File: config.mk
export PLATFORM = sky130hd
export DESIGN_NAME = rom_bank_lru_cache
export DESIGN_NICKNAME = d
export VERILOG_FILES = /design/src/hdl/rblc_pkg.sv /design/src/hdl/rblc_cmp.sv /design/src/hdl/rblc_slots.sv /design/src/hdl/rom_bank_lru_cache.sv
export VERILOG_INCLUDE_DIRS = /design/src /design/src/hdl
export SDC_FILE = /design/constraint.sdc
export NUM_CORES = 1
export LEC_CHECK = 0
export ABC_AREA = 0
export ABC_CLOCK_PERIOD_IN_PS = 8300
export BUFFER_PORTS_ARGS = -buffer_cell sky130_fd_sc_hd__buf_2
export CORE_ASPECT_RATIO = 0.75
export CORE_MARGIN = 5
export CORE_UTILIZATION = 25
export CTS_CLUSTER_DIAMETER = 30
export DETAILED_ROUTE_END_ITERATION = 6
export GPL_TIMING_DRIVEN = 0
export PLACE_DENSITY_LB_ADDON = 0.12
export SLEW_MARGIN = 30
export SYNTH_ARGS = -nofsm -noshare
export SYNTH_HDL_FRONTEND = slang
export SYNTH_SLANG_ARGS = --single-unit
File: constraint.sdc
create_clock -name clk_i -period 8.3 [get_ports clk_i]
set_input_delay 0.415 -clock clk_i [delete_from_list [all_inputs] [get_ports clk_i]]
set_output_delay 0.415 -clock clk_i [all_outputs]
set_load 0.01 [all_outputs]
File: src/hdl/rom_bank_lru_cache_assert.svh
// Assertion macros for the ROM bank LRU cache.
`ifndef ROM_BANK_LRU_CACHE_ASSERT_SVH
`define ROM_BANK_LRU_CACHE_ASSERT_SVH

// Same-cycle implication, sampled on clk_i, off while rst_ni is low.
`define RBLC_ASSERT_IMPL(label, ante, cons) \
  label: assert property (@(posedge clk_i) disable iff (!rst_ni) (ante) |-> (cons)) \
    else $error("rblc assertion failed");

// Next-cycle implication, sampled on clk_i, off while rst_ni is low.
`define RBLC_ASSERT_NEXT(label, ante, cons) \
  label: assert property (@(posedge clk_i) disable iff (!rst_ni) (ante) |=> (cons)) \
    else $error("rblc assertion failed");

`endif

File: src/hdl/rblc_pkg.sv
// Shared types and constants for the ROM bank LRU cache.
`default_nettype none
package rblc_pkg;

  localparam int unsigned SlotsDef     = 7;
  localparam int unsigned StampBitsDef = 32;
  localparam int unsigned BankBits     = 8;
  localparam int unsigned SlotOutBits  = 3;

  typedef enum logic [1:0] {
    ST_IDLE,
    ST_SCAN,
    ST_COMMIT
  } rblc_state_e;

  // write strobes into the slot store
  typedef struct packed {
    logic wr_en;
    logic tag_en;
  } rblc_wr_t;

  // flags from the shared compare unit
  typedef struct packed {
    logic tag_eq;
    logic stamp_lt;
  } rblc_cmp_t;

endpackage
`default_nettype wire

File: src/hdl/rblc_cmp.sv
// Shared compare unit: tag match and stamp ordering for one slot.
`default_nettype none
module rblc_cmp import rblc_pkg::*; #(
  parameter int unsigned STAMP_BITS = StampBitsDef
) (
  input  logic [BankBits-1:0]   tag_i,
  input  logic [BankBits-1:0]   bank_i,
  input  logic [STAMP_BITS-1:0] stamp_i,
  input  logic [STAMP_BITS-1:0] best_i,
  output rblc_cmp_t             cmp_o
);

  assign cmp_o.tag_eq   = (tag_i == bank_i);
  assign cmp_o.stamp_lt = (stamp_i < best_i);

endmodule
`default_nettype wire

File: src/hdl/rblc_slots.sv
// Slot store: tag and stamp per slot, one read and one write port.
`default_nettype none
module rblc_slots import rblc_pkg::*; #(
  parameter int unsigned SLOTS      = SlotsDef,
  parameter int unsigned STAMP_BITS = StampBitsDef,
  localparam int unsigned IdxBits   = $clog2(SLOTS)
) (
  input  logic                  clk_i,
  input  logic                  rst_ni,
  input  logic [IdxBits-1:0]    rd_idx_i,
  output logic [BankBits-1:0]   rd_tag_o,
  output logic [STAMP_BITS-1:0] rd_stamp_o,
  input  rblc_wr_t              wr_i,
  input  logic [IdxBits-1:0]    wr_idx_i,
  input  logic [BankBits-1:0]   wr_tag_i,
  input  logic [STAMP_BITS-1:0] wr_stamp_i
);

  logic [BankBits-1:0]   tag_q   [SLOTS];
  logic [STAMP_BITS-1:0] stamp_q [SLOTS];

  // slot i resets to bank i+1
  always_ff @(posedge clk_i or negedge rst_ni) begin
    if (!rst_ni) begin
      for (int i = 0; i < SLOTS; i++) begin
        tag_q[i]   <= BankBits'(i + 1);
        stamp_q[i] <= '0;
      end
    end else if (wr_i.wr_en) begin
      stamp_q[wr_idx_i] <= wr_stamp_i;
      if (wr_i.tag_en) begin
        tag_q[wr_idx_i] <= wr_tag_i;
      end
    end
  end

  assign rd_tag_o   = tag_q[rd_idx_i];
  assign rd_stamp_o = stamp_q[rd_idx_i];

endmodule
`default_nettype wire

File: src/hdl/rom_bank_lru_cache.sv
// Top level of the ROM bank LRU cache: sequencer, use counter and result register.
`default_nettype none
// Usage
//   A bank select write is one transaction: drive bank_select_i and raise
//   start_i; it is taken at a rising edge where busy_o is low. Bank 0 is
//   treated as bank 1.
//   The result (selected_bank_o, changed_o, hit_o, slot_o, load_request_o)
//   is shown for exactly one cycle with valid_o high; the receiver must take
//   it then, there is no back-pressure.
// Flow
//   Same bank as the one mapped: result in the cycle after acceptance, busy_o
//   stays low, so a new transaction may follow at once.
//   Different bank: one compare per slot through the shared compare unit,
//   stopping at the first tag match, then the commit state; busy_o is high
//   through the scan and commit states and low again when the result is shown.
// Reset
//   Slots hold banks 1 to SLOTS with zero stamps, use counter zero, bank 1
//   mapped to slot 0; no clearing pass, the block is ready at once.
module rom_bank_lru_cache import rblc_pkg::*; #(
  parameter int unsigned SLOTS      = SlotsDef,
  parameter int unsigned STAMP_BITS = StampBitsDef
) (
  input  logic                   clk_i,
  input  logic                   rst_ni,
  input  logic                   start_i,
  output logic                   busy_o,
  input  logic [BankBits-1:0]    bank_select_i,
  output logic                   valid_o,
  output logic [BankBits-1:0]    selected_bank_o,
  output logic                   changed_o,
  output logic                   hit_o,
  output logic [SlotOutBits-1:0] slot_o,
  output logic                   load_request_o
);

  localparam int unsigned IdxBits = $clog2(SLOTS);
  localparam logic [IdxBits-1:0] LastIdx = IdxBits'(SLOTS - 1);

  rblc_state_e           state_q, state_d;
  logic [IdxBits-1:0]    idx_q, idx_d;        // scan pointer
  logic [IdxBits-1:0]    victim_q, victim_d;  // oldest slot so far, or the hit slot
  logic [STAMP_BITS-1:0] best_q, best_d;      // stamp of victim
  logic [BankBits-1:0]   bank_q, bank_d;
  logic                  hit_q, hit_d;
  logic [STAMP_BITS-1:0] cnt_q, cnt_d;        // use counter, wraps
  logic [BankBits-1:0]   cur_bank_q, cur_bank_d;
  logic [IdxBits-1:0]    cur_slot_q, cur_slot_d;

  // result register
  logic                   valid_q, valid_d;
  logic [BankBits-1:0]    res_bank_q, res_bank_d;
  logic                   res_chg_q, res_chg_d;
  logic                   res_hit_q, res_hit_d;
  logic [SlotOutBits-1:0] res_slot_q, res_slot_d;
  logic                   res_load_q, res_load_d;

  logic [BankBits-1:0]   bank_fix;
  logic [BankBits-1:0]   rd_tag;
  logic [STAMP_BITS-1:0] rd_stamp;
  logic [STAMP_BITS-1:0] stamp_next;
  rblc_cmp_t             cmp;
  rblc_wr_t              wr;

  assign bank_fix   = (bank_select_i == '0) ? BankBits'(1) : bank_select_i;
  assign stamp_next = cnt_q + STAMP_BITS'(1);

  rblc_slots #(
    .SLOTS      (SLOTS),
    .STAMP_BITS (STAMP_BITS)
  ) u_slots (
    .clk_i      (clk_i),
    .rst_ni     (rst_ni),
    .rd_idx_i   (idx_q),
    .rd_tag_o   (rd_tag),
    .rd_stamp_o (rd_stamp),
    .wr_i       (wr),
    .wr_idx_i   (victim_q),
    .wr_tag_i   (bank_q),
    .wr_stamp_i (stamp_next)
  );

  rblc_cmp #(
    .STAMP_BITS (STAMP_BITS)
  ) u_cmp (
    .tag_i   (rd_tag),
    .bank_i  (bank_q),
    .stamp_i (rd_stamp),
    .best_i  (best_q),
    .cmp_o   (cmp)
  );

  always_ff @(posedge clk_i or negedge rst_ni) begin
    if (!rst_ni) begin
      state_q    <= ST_IDLE;
      idx_q      <= '0;
      cnt_q      <= '0;
      cur_bank_q <= BankBits'(1);
      cur_slot_q <= '0;
      valid_q    <= 1'b0;
    end else begin
      state_q    <= state_d;
      idx_q      <= idx_d;
      cnt_q      <= cnt_d;
      cur_bank_q <= cur_bank_d;
      cur_slot_q <= cur_slot_d;
      valid_q    <= valid_d;
    end
  end

  // payload, no reset
  always_ff @(posedge clk_i) begin
    victim_q   <= victim_d;
    best_q     <= best_d;
    bank_q     <= bank_d;
    hit_q      <= hit_d;
    res_bank_q <= res_bank_d;
    res_chg_q  <= res_chg_d;
    res_hit_q  <= res_hit_d;
    res_slot_q <= res_slot_d;
    res_load_q <= res_load_d;
  end

  always_comb begin
    state_d    = state_q;
    idx_d      = idx_q;
    victim_d   = victim_q;
    best_d     = best_q;
    bank_d     = bank_q;
    hit_d      = hit_q;
    cnt_d      = cnt_q;
    cur_bank_d = cur_bank_q;
    cur_slot_d = cur_slot_q;
    valid_d    = 1'b0;
    res_bank_d = res_bank_q;
    res_chg_d  = res_chg_q;
    res_hit_d  = res_hit_q;
    res_slot_d = res_slot_q;
    res_load_d = res_load_q;
    wr         = '0;

    unique case (state_q)
      ST_IDLE: begin
        if (start_i) begin
          bank_d = bank_fix;
          if (bank_fix == cur_bank_q) begin
            // already mapped: answer straight away, nothing moves
            valid_d    = 1'b1;
            res_bank_d = bank_fix;
            res_chg_d  = 1'b0;
            res_hit_d  = 1'b1;
            res_slot_d = SlotOutBits'(cur_slot_q);
            res_load_d = 1'b0;
          end else begin
            idx_d   = '0;
            state_d = ST_SCAN;
          end
        end
      end
      ST_SCAN: begin
        if (cmp.tag_eq) begin
          hit_d    = 1'b1;
          victim_d = idx_q;
          state_d  = ST_COMMIT;
        end else begin
          // strict less-than keeps the lowest index on a tie
          if (idx_q == '0 || cmp.stamp_lt) begin
            victim_d = idx_q;
            best_d   = rd_stamp;
          end
          if (idx_q == LastIdx) begin
            hit_d   = 1'b0;
            state_d = ST_COMMIT;
          end else begin
            idx_d = idx_q + IdxBits'(1);
          end
        end
      end
      ST_COMMIT: begin
        wr.wr_en   = 1'b1;
        wr.tag_en  = !hit_q;
        cnt_d      = stamp_next;
        cur_bank_d = bank_q;
        cur_slot_d = victim_q;
        valid_d    = 1'b1;
        res_bank_d = bank_q;
        res_chg_d  = 1'b1;
        res_hit_d  = hit_q;
        res_slot_d = SlotOutBits'(victim_q);
        res_load_d = !hit_q;
        state_d    = ST_IDLE;
      end
      default: begin
        state_d = ST_IDLE;
      end
    endcase
  end

  assign busy_o          = (state_q != ST_IDLE);
  assign valid_o         = valid_q;
  assign selected_bank_o = res_bank_q;
  assign changed_o       = res_chg_q;
  assign hit_o           = res_hit_q;
  assign slot_o          = res_slot_q;
  assign load_request_o  = res_load_q;

`include "rom_bank_lru_cache_assert.svh"

  // a load is only asked for on a genuine miss
  `RBLC_ASSERT_IMPL(a_load_is_miss, valid_o && load_request_o, changed_o && !hit_o)
  // an unchanged bank never touches the slots
  `RBLC_ASSERT_IMPL(a_same_no_load, valid_o && !changed_o, hit_o && !load_request_o)
  // an accepted transaction either answers next cycle or keeps the block busy
  `RBLC_ASSERT_NEXT(a_accept_progress, start_i && !busy_o, valid_o || busy_o)
  // bank zero never reaches the result
  `RBLC_ASSERT_IMPL(a_bank_nonzero, valid_o, selected_bank_o != '0)

endmodule
`default_nettype wire
==> results of run 1 <==
-- cell type report --
type / count / share of cell area
flip-flops and latches: 387 / 0.438
well taps: 946 / 0.0519
clock inverters: 50 / 0.0304
plain buffers: 98 / 0.0185
multi-input cells: 1106 / 0.312
inverters: 44 / 0.00724
repair buffers: 33 / 0.0131
clock buffers: 139 / 0.129
-- worst max-delay path, delay by kind of cell (launching register included) --
family,cells,cell delay [ps]
and+or+nand+nor,5,1010
adders and majority gates,1,450
DFF,1,500
AOI/OAI and AO/OA,4,1440
buffers and inverters,4,2180
-- metrics by stage --
step	setup WS [ps]	hold WS, ps	setup TNS [ps]
after floorplan	3290	119	0
after global placement	-118	456	-16220
after detailed placement	2020	395	0
after CTS	1980	70.6	0
after global routing	2110	80.4	0
final	2400	110	0
-- power breakdown --
part | leakage [nW] | switching, mW | internal (mW)
registers | 5.12 | 0.111 | 2.21
logic | 3.00 | 0.900 | 0.465
clock network | 1.78 | 1.20 | 2.89
-- layer usage --
metal / wire (µm) / part of all wire
met5: 0 / 0
met3: 2650 / 0.047
met1: 29200 / 0.52
met2: 23500 / 0.42
met4: 1030 / 0.018
-- cell usage in the layout, fill, tap and decap left out, drive strengths merged, types with 2 or more instances in the layout --
| master | synthesis | routed |
|---|---|---|
| bufinv | 0 | 14 |
| a21o | 8 | 8 |
| mux2i | 48 | 48 |
| nand4 | 9 | 9 |
| mux4 | 32 | 32 |
| and3 | 13 | 13 |
| or3 | 4 | 4 |
| dfrtp | 316 | 316 |
| clkbuf | 69 | 210 |
| nor2b | 6 | 6 |
| a22o | 4 | 4 |
| mux2 | 69 | 69 |
| nand2b | 4 | 4 |
| edfxtp | 58 | 58 |
| ha | 35 | 35 |
| nand3 | 17 | 17 |
| o211ai | 5 | 5 |
| clkinv | 1 | 24 |
| xnor2 | 35 | 35 |
| nor2 | 72 | 72 |
| a21oi | 49 | 49 |
| a211oi | 2 | 2 |
| xor2 | 33 | 33 |
| nor3 | 18 | 18 |
| nor4 | 6 | 6 |
| or2 | 2 | 2 |
| buf | 29 | 59 |
| a22oi | 4 | 4 |
| clkinvlp | 0 | 6 |
| inv | 43 | 50 |
| dfstp | 13 | 13 |
| o21ai | 259 | 259 |
| a221o | 4 | 4 |
| a221oi | 4 | 4 |
| nand2 | 353 | 353 |
-- final timing paths --
check | to | cells past startpoint | startpoint
worst max-delay path | best_q[19] | 14 | idx_q[0]
worst min-delay path | bank_q[2] | 2 | bank_select_i[2]
worst max register to register | best_q[19] | 14 | idx_q[0]
worst min register to register | cur_bank_q[0] | 2 | cur_bank_q[0]
max in group asynchronous | u_slots.tag_q[32] | 4 | rst_ni
min in group asynchronous | cnt_q[12] | 2 | rst_ni
-- registers in the layout (all words and copies together), names as in the netlist --
signal           cells
u_slots.tag_q       56
best_q              32
changed_o            1
load_request_o       1
cur_slot_q           3
state_q              2
slot_o               3
hit_o                1
bank_q               8
idx_q                3
u_slots.stamp_q    224
valid_o              1
cur_bank_q           8
hit_q                1
selected_bank_o      8
cnt_q               32
victim_q             3
-- kinds of logic (layout without fill, tap and decap cells) --
logic type,Yosys count,after routing,share of synthesized area
AOI/OAI and AO/OA,346,346,0.107
xor gates and xnor gates,68,68,0.0339
adders and majority gates,35,35,0.0249
buffers and inverters,142,364,0.0331
DFF,387,387,0.568
muxes,149,149,0.113
and+or+nand+nor,508,508,0.121
-- repair_timing --
| item | in CTS | in global routing |
|---|---|---|
| hold buffers | 1 | 0 |
| endpoints found under the setup margin | 0 | 0 |
| setup buffers | 0 | 0 |
| endpoints found under the hold margin | 53 | 0 |
==> reports/results.ini, run 1 <==
[status]
run_status=finished, final reports clean

[grt]
globalRouteMet2Util=0.213
grt_usage=0.150
grt_pass1_wl_um=85000
top_usage_layer=met1
grt_use_met3=0.0378
grt_antenna_before_repair=2
grt_max_degree=79
grt-ovfl-total=0
met1_usage=0.228
grt_pass1_vias=13083

[drt]
vias=12720
wl_per_cell_um=20.1
wirelength_um=56400
drt_pass1_iterations=4
drc=0
viasPerCell=4.54
drtIter0Drc=747
antenna_left=0

[synthesis]
yosysTopAreaCellShare=0.450
synth.area.top_cells=dfrtp_1 (45%), edfxtp_1 (9.9%), nand2_1 (7.5%)
yosysTopAreaCell=dfrtp_1
syn-cell-area_um2=17600
synth.avg_cell_area_um2=10.8
async_reset_ff_frac=0.850
synth-seq-cells=387
yosysWarnings=0
synth.most_common_cell=nand2_1
syn_inst=1635
synth_edf_count=58
synth_commonest_cells=nand2_1 (353), dfrtp_1 (316), o21ai_0 (254)
ys.flop_type=dfrtp_1
syn_nets=1681
synthDistinctLibCells=56
seq_area_frac_synth=0.568

[critical_path]
cp_slowest_cell=a31oi_1
worst_ep_required_time_ps=8660
critPathArrivalTime_ps=6270
crit_fanout=19
endpoint_kind=flip-flop
crit_path_start_kind=flip-flop
cp_cell_sequence=buf_1 -> clkbuf_2 -> clkbuf_1 -> nor2_1 -> a21oi_1 -> o21ai_0 -> ha_1 -> nand4_1 -> nor3_1 -> nand3_1 -> o221a_2 -> a31oi_1 -> nor2_4 -> buf_16
cpPeakStageDelay_ps=730
r2r_slack_ps=2400
crit_type=reg -> reg

[layout]
synthToLayoutAreaGrowth_pct=29.7
stdcell_count=2803
utilization=0.326
fin_nets=1818
antennaDiodeCount=0
multiInputGateArea_um2=7110
design_area_um2=22800
num-fill-cells=7084
regArea_um2=9990
layout-drive-gt1-share=0.194

[placement]
place_area_um2=19100
routabilityCongestion=0.769
port-buffer-count=26
dp.cells=2613
dp_hpwl_um=39500

[die]
die_y_um=240
start_util=0.252
die_w_um=316
design.die.area_um2=75800
coreArea_um2=69900
rows=84
io_pins=27

[pwr]
power.density_nw_per_um2=341
power.leakage_nw=9.89
power_mw=7.78
ir_drop_uv=151

[timing]
clock_skew_ps=24.3
fmax_ghz=0.169
finalHoldViolations=0
fin_crit_sh=0.711
slew_headroom=0.346
rsz0062_at_grt=no
worst_pin_slew_ps=977
maxSlewViolCount=0
finalSetupViolations=0
period_minus_slack_ps=5900

[clocking]
h-tree-depth=3
cts_sinks=387
cts_buffer_depth=3
cts-root-buf=clkbuf_16
cts.reportedPaths.clkPinSlew_ps=50
worstSkewPairLatency_ps=630
cts_resized=0
cts_buffers=102
cts_tree=done

[worst_hold_path]
hold_path_class=in -> reg

[run]
drv_cap=0

Note: power is estimated with default switching activity, not from simulation.
==> run 2: changes to the inputs <==
--- a/config.mk
+++ b/config.mk
@@ -6,8 +6,8 @@
 export SDC_FILE = /design/constraint.sdc
 export NUM_CORES = 1
 export LEC_CHECK = 0
-export ABC_AREA = 0
-export ABC_CLOCK_PERIOD_IN_PS = 8300
+export ABC_AREA = 1
+export ABC_CLOCK_PERIOD_IN_PS = 5200
 export BUFFER_PORTS_ARGS = -buffer_cell sky130_fd_sc_hd__buf_2
 export CORE_ASPECT_RATIO = 0.75
 export CORE_MARGIN = 5
==> constraint.sdc (replaced) <==
create_clock -name clk_i -period 5.2 [get_ports clk_i]
set_input_delay 0.26 -clock clk_i [delete_from_list [all_inputs] [get_ports clk_i]]
set_output_delay 0.26 -clock clk_i [all_outputs]
set_load 0.01 [all_outputs]
==> run 2 against run 1 <==
Effect of this change:
- synthesized area is 2.1% higher
- utilization is 0.23 points higher
- cell count rose by 17%
- highest routed layer is now met5
- non-clock buffer count rose by 27
- sequential share of layout area is 1.3 points lower
- routed wire length grew 17%
- via count increased by 20%
- die area up 2.1%
==> reports/results.ini, run 2 <==
[timing]
period_minus_slack_ps=4910  ; -991 ps
maxSlewViolCount=0  ; unchanged
rsz0062_at_grt=no
finalHoldViolations=0  ; unchanged
setup_tns_ps=0  ; unchanged
clock_skew_ps=17.4  ; -6.92 ps
finalSetupViolations=0  ; unchanged
worst_pin_slew_ps=1100  ; +123 ps
fmax_ghz=0.204  ; +20%
fin_crit_sh=0.945  ; +0.234
slew_headroom=0.265  ; -0.0818

[drt]
drc=0  ; unchanged
drt_pass1_iterations=5  ; +1
wl_per_cell_um=20.2  ; +0.55%
viasPerCell=4.66  ; +2.8%
drtIter0Drc=1411  ; +89%
wirelength_um=66200  ; +17%
vias=15266  ; +20%
antenna_left=0  ; unchanged

[layout]
layout-drive-gt1-share=0.130  ; -0.0649
utilization=0.329  ; +0.00229
largest_reg_flops=224  ; unchanged
fin_nets=2268  ; +25%
final_common_cell=nand2_1
largestRegisters=u_slots.stamp_q: 224 flops, u_slots.tag_q: 56 flops
layout_common_cells=nand2_1 (588), o21ai_0 (394), dfrtp_1 (316)
regMostFlops=u_slots.stamp_q
synthToLayoutAreaGrowth_pct=30.8
antennaDiodeCount=0  ; unchanged

[synthesis]
syn_nets=2119  ; +26%
yosysTopAreaCellShare=0.440  ; -0.00940
synth.most_common_cell=nand2_1
seq_area_frac_synth=0.556  ; -0.0119
syn-cell-area_um2=18000  ; +2.1%
yosysWarnings=0  ; unchanged
async_reset_ff_frac=0.850  ; unchanged
synthDistinctLibCells=42  ; -25%
synth_edf_count=58  ; unchanged
synth_commonest_cells=nand2_1 (588), o21ai_0 (396), dfrtp_1 (316)
synth-seq-cells=387  ; unchanged
ys.flop_type=dfrtp_1
synth.avg_cell_area_um2=8.66  ; -19%
synth.area.top_cells=dfrtp_1 (44%), nand2_1 (12%), o21ai_0 (11%)
syn_inst=2073  ; +27%
yosysTopAreaCell=dfrtp_1

[die]
die_y_um=242  ; +1.0%
design.die.area_um2=77300  ; +2.1%
start_util=0.251  ; -0.000296
die_w_um=319  ; +1.0%
rows=85  ; +1.2%
coreArea_um2=71500  ; +2.3%
io_pins=27  ; unchanged

[clocking]
cts_sinks=387  ; unchanged
cts_buffer_depth=3  ; unchanged
cts.reportedPaths.clkPinSlew_ps=50  ; about the same
cts-root-buf=clkbuf_16
cts_tree=done
cts_buffers=108  ; +5.9%
worstSkewPairLatency_ps=640  ; about the same
h-tree-depth=3  ; unchanged

[placement]
port-buffer-count=26  ; unchanged
routabilityCongestion=0.801  ; +4.3%
dp_hpwl_um=48100  ; +22%

[critical_path]
critPathArrivalTime_ps=5250  ; -1020 ps
crit_fanout=19  ; unchanged
worst_ep_required_time_ps=5530  ; -3130 ps
r2r-start=idx_q[0]
crit_path_start_kind=flip-flop
crit_start=idx_q[0]
crit_type=reg -> reg
endpoint_kind=flip-flop

[grt]
grt_pass1_wl_um=100000  ; +18%
grt_max_degree=78  ; -1.3%
grt_pass1_vias=15179  ; +16%
grt-ovfl-total=0  ; unchanged
grt_usage=0.170  ; +0.0198
grt_antenna_before_repair=7  ; +5

[pwr]
power.density_nw_per_um2=589  ; +73%
power.leakage_nw=10.3  ; +4.3%
power_mw=13.8  ; +78%
ir_drop_uv=288  ; +91%

[status]
run_status=finished, final reports clean

[worst_hold_path]
hold_path_class=in -> async

[run]
drv_cap=0  ; unchanged

run 2: worst max-delay path: stages (launching register included):
cell and delay (ps):
dfrtp_1 400, buf_2 250, clkbuf_4 400, clkbuf_1 490
o21ai_0 160, o21ai_0 200, a21oi_1 60, a31oi_1 580
ha_1 370, a21oi_1 160, o21ai_0 100, a21oi_1 130
nand2_1 90, nand2_1 60, nand2_1 190, nand2_1 200
nand2_1 130, nor2_4 210, buf_16 200, buf_8 170
run 2: what timing repair did:
action | in CTS | in global routing
endpoints found under the setup margin | 35 | 30
gates resized for setup | 13 | 25
hold endpoints to repair | 91 | 0
hold buffers | 9 | 0
setup buffers | 0 | 0
run 2: logic make-up (layout without fill, tap and decap cells):
logic type,Yosys count,in the layout,synth area share
AO/OA/AOI/OAI,547,547,0.161
XOR/XNOR,44,44,0.0236
adder cells (fa/ha/maj),35,35,0.0244
buffers and inverters,314,557,0.0665
flip-flops,387,387,0.556
AND/OR/NAND/NOR,746,746,0.168
run 2: worst paths after layout:
check                                      end  slack [ps]  depth (start not counted)
max                                 best_q[18]         290                         19
min                        u_slots.stamp_q[74]         150                          2
max reg2reg                         best_q[18]         290                         19
min reg2reg                u_slots.stamp_q[98]         470                          2
max in group asynchronous            cnt_q[24]        3860                          4
min in group clk_i                   bank_q[4]         220                          3
run 2: final cells by class:
class                   instances  area [µm²]
fillers                      7469       48000
flip-flops and latches        387        9990
multi-input cells            1372        6840
clock buffers                 154        3220
well taps                     957        1200
inverters                     195         732
clock inverters                50         632
plain buffers                 117         484
repair buffers                 41         383
run 2: where the power goes:
part           internal, mW  total [mW]  switching, mW
Sequential             3.54        3.71          0.165
Combinational         0.916        3.25           2.33
Clock                  4.90        6.87           1.98
Total                  9.36        13.8           4.47
run 2: per-layer routing:
layer  share of wire  routed length [µm]  GRT usage  vias up
li1                -                   -          -     7170
met2            0.38               25300      0.224      468
met1            0.52               34700      0.269     7525
met3           0.071                4690     0.0462      101
met5         0.00011                   7          0        -
met4           0.022                1430     0.0450        2
run 2: through the flow:
stage / std cells / hold slack, ps / setup slack (ps) / cell area [µm²]
floorplan: 2073 / -35.6 / 684 / 18000
global placement: 3056 / 451 / -3170 / 19300
detailed placement: 3062 / 214 / -538 / 19500
CTS: 3273 / 173 / 53.4 / 23400
global route: 3273 / 212 / 11.9 / 23500
finish: 3273 / 150 / 287 / 23500
==> run 3: changes to the inputs <==
--- a/config.mk
+++ b/config.mk
@@ -19,4 +19,5 @@
 export SLEW_MARGIN = 30
 export SYNTH_ARGS = -nofsm -noshare
 export SYNTH_HDL_FRONTEND = slang
+export SYNTH_HIERARCHICAL = 1
 export SYNTH_SLANG_ARGS = --single-unit
==> run 3 against run 2 <==
Effect of this change:
- routed wire length increased by 1.2%
- utilization shrank 1.2 points
- register-to-register slack barely moved
- setup slack worse by 6.6 ps
- synthesized area up 9.7%
- critical endpoint is now best_q[6]
- largest cell class unchanged
==> reports/results.ini, run 3 <==
[synthesis]
syn_inst=2531  ; +22%
yosysWarnings=6  ; +6
synth.most_common_cell=nand2_1
synth_commonest_cells=nand2_1 (963), inv_1 (375), dfrtp_1 (316)
syn_nets=2577  ; +22%
yosysTopAreaCellShare=0.401  ; -0.0391
synth_edf_count=58  ; unchanged
ys.flop_type=dfrtp_1
synthDistinctLibCells=45  ; +7.1%
syn-cell-area_um2=19700  ; +9.7%
synth.avg_cell_area_um2=7.79  ; -10%
seq_area_frac_synth=0.507  ; -0.0494
async_reset_ff_frac=0.850  ; unchanged
synth.area.top_cells=dfrtp_1 (40%), nand2_1 (18%), edfxtp_1 (8.8%)
yosysTopAreaCell=dfrtp_1
synth-seq-cells=387  ; unchanged

[pwr]
power.leakage_nw=11.6  ; +12%
swShare=0.340  ; +0.0172
p_int_mw=8.84  ; -5.5%
power.density_nw_per_um2=540  ; -8.3%
power_frac_seq=0.275  ; +0.007
p_sw_mw=4.56  ; +2.1%
ir_drop_uv=247  ; -14%
combPwrFrac=0.260  ; +0.025
p_clk_frac=0.465  ; -0.032

[layout]
layout-drive-gt1-share=0.136  ; +0.00695
synthToLayoutAreaGrowth_pct=26.0
largestRegisters=u_slots/stamp_q: 224 flops, u_slots/tag_q: 56 flops
regMostFlops=u_slots/stamp_q
largest_reg_flops=224  ; unchanged
design_area_um2=24800  ; +5.7%
num-fill-cells=8332  ; +12%
fin_nets=2720  ; +20%
layout_common_cells=nand2_1 (963), inv_1 (375), dfrtp_1 (316)
final_common_cell=nand2_1

[clocking]
cts.reportedPaths.clkPinSlew_ps=50  ; about the same
postCtsHoldBufs=9  ; unchanged
cts_buffer_depth=3  ; unchanged
cts_buffers=96  ; -11%
h-tree-depth=3  ; unchanged
cts-root-buf=clkbuf_16
worstSkewPairLatency_ps=640  ; about the same
cts_sinks=387  ; unchanged
post_cts_buffers=0  ; unchanged
cts_tree=done
cts_resized=0  ; -13

[timing]
rsz0062_at_grt=no
whs_ps=154  ; +3.67 ps
finalHoldViolations=0  ; unchanged
clock_skew_ps=24.0  ; +6.66 ps
fmax_ghz=0.203  ; -0.13%
period_minus_slack_ps=4920  ; +6.60 ps
worst_pin_slew_ps=1090  ; -10.7 ps
setup_tns_ps=0  ; unchanged
slew_headroom=0.268  ; +0.00292
finalSetupViolations=0  ; unchanged
maxSlewViolCount=0  ; unchanged
fin_crit_sh=0.946  ; +0.00127

[grt]
grt-ovfl-total=0  ; unchanged
grt_pass1_vias=16274  ; +7.2%
grt_pass1_wl_um=103000  ; +2.7%
grt_usage=0.159  ; -0.0109
grt_max_degree=80  ; +2.6%
grt_antenna_before_repair=1  ; -6

[die]
die_y_um=253  ; +4.6%
io_pins=27  ; unchanged
start_util=0.251  ; about the same
die_w_um=334  ; +4.6%
coreArea_um2=78400  ; +9.7%
design.die.area_um2=84600  ; +9.4%
rows=89  ; +4.7%

[drt]
drc=0  ; unchanged
vias=16632  ; +8.9%
antenna_left=0  ; unchanged
wirelength_um=66900  ; +1.2%
viasPerCell=4.37  ; -6.3%
wl_per_cell_um=17.6  ; -13%
drt_pass1_iterations=7  ; +2
drtIter0Drc=1252  ; -11%

[placement]
port-buffer-count=26  ; unchanged
dp_hpwl_um=48500  ; +0.81%
place_area_um2=21300  ; +9.4%
routabilityCongestion=0.829  ; +3.5%

[critical_path]
critPathArrivalTime_ps=5260  ; about the same
rr_endpoint=best_q[6]
worst-r2r-cell-count=22  ; +3
crit_path_start_kind=flip-flop
endpoint_kind=flip-flop
r2r_slack_ps=280  ; about the same
crit_fanout=10  ; -9
r2r-start=idx_q[1]
crit_type=reg -> reg
worst_ep_required_time_ps=5540  ; about the same

[status]
run_status=finished, final reports clean

[worst_hold_path]
hold_path_class=in -> async

[run]
drv_cap=0  ; unchanged

==> run 3: changes by cell type in the layout (fill, tap and decap cells not counted), moves of 27 or more <==
cell	change
inv_1	+190
a21oi_1	-36
nand2_1	+375
buf_2	+47
clkbuf_1	-39
nand3_1	+128
o21ai_1	+52
a31oi_1	-29
o21ai_0	-164
nor2_1	-62
o211ai_1	-27
==> run 3: layer usage <==
layer	track usage	up-vias	wire [µm]
met2	0.221	355	26600
met1	0.247	8028	35300
met3	0.0385	87	3960
met4	0.0377	0	1080
met5	0	-	0
li1	-	8162	-
==> run 3: logic make-up after synthesis <==
family,count (synthesis),share of synthesized area
and+or+nand+nor,1236,0.266
buffers and inverters,510,0.104
DFF,387,0.507
AOI/OAI and AO/OA,338,0.0892
adders and majority gates,35,0.0222
xor gates and xnor gates,25,0.0115
==> run 3: critical path: stages, from the launching register on <==
cell and delay, ps:
dfrtp_1 460, buf_2 300, inv_2 210, nor2_1 630, buf_2 400, nand2_1 80
nand2_1 70, nand2_1 50, nand2_1 140, ha_1 250, a21oi_1 130, nor2_1 60
nor3_2 90, nand2_1 190, nand2_1 110, nand2_1 130, a21oi_2 290, a21oi_1 110
nor3_2 140, buf_4 200, buf_4 200, buf_6 160, buf_4 180
==> run 3: worst max path at each step <==
| stage | start | to | slack, ps |
|---|---|---|---|
| after floorplan | idx_q[1] | best_q[0] | 510 |
| after global placement | idx_q[1] | best_q[7] | -3460 |
| after detailed placement | idx_q[1] | best_q[6] | 170 |
| after CTS | idx_q[1] | best_q[6] | 160 |
| after global routing | idx_q[1] | best_q[6] | 10 |
| final | idx_q[1] | best_q[6] | 280 |
==> run 3: cell type report <==
class | count | area [µm²] | share of cell area
flip-flops and latches | 387 | 9990 | 0.402
inverters | 391 | 1470 | 0.0592
repair buffers | 45 | 393 | 0.0158
clock inverters | 49 | 677 | 0.0273
well taps | 1046 | 1310 | 0.0527
multi-input cells | 1634 | 7670 | 0.309
plain buffers | 119 | 582 | 0.0234
diodes | 3 | 7.51 | 0.000302
clock buffers | 130 | 2730 | 0.110
==> run 3: power groups by stage <==
stage               registers, mW  logic, mW  clock network (mW)
finish                       3.69       3.49                6.23
global route                 3.72       3.99                6.54
detailed placement           3.73       3.51                   0
global placement             3.73       3.33                   0
floorplan                    3.68       2.21                   0
CTS                          3.69       3.53                6.36
==> run 3: per-stage QoR <==
step	worst slack (ps)	total power, mW	std cells	utilization
6_report	280	13.4	3804	0.317
3_5_place_dp	172	7.24	3613	0.272
2_1_floorplan	507	5.89	2531	-
4_1_cts	159	13.6	3801	0.317
3_3_place_gp	-3460	7.06	3603	0.270
5_1_grt	12.3	14.2	3801	0.317
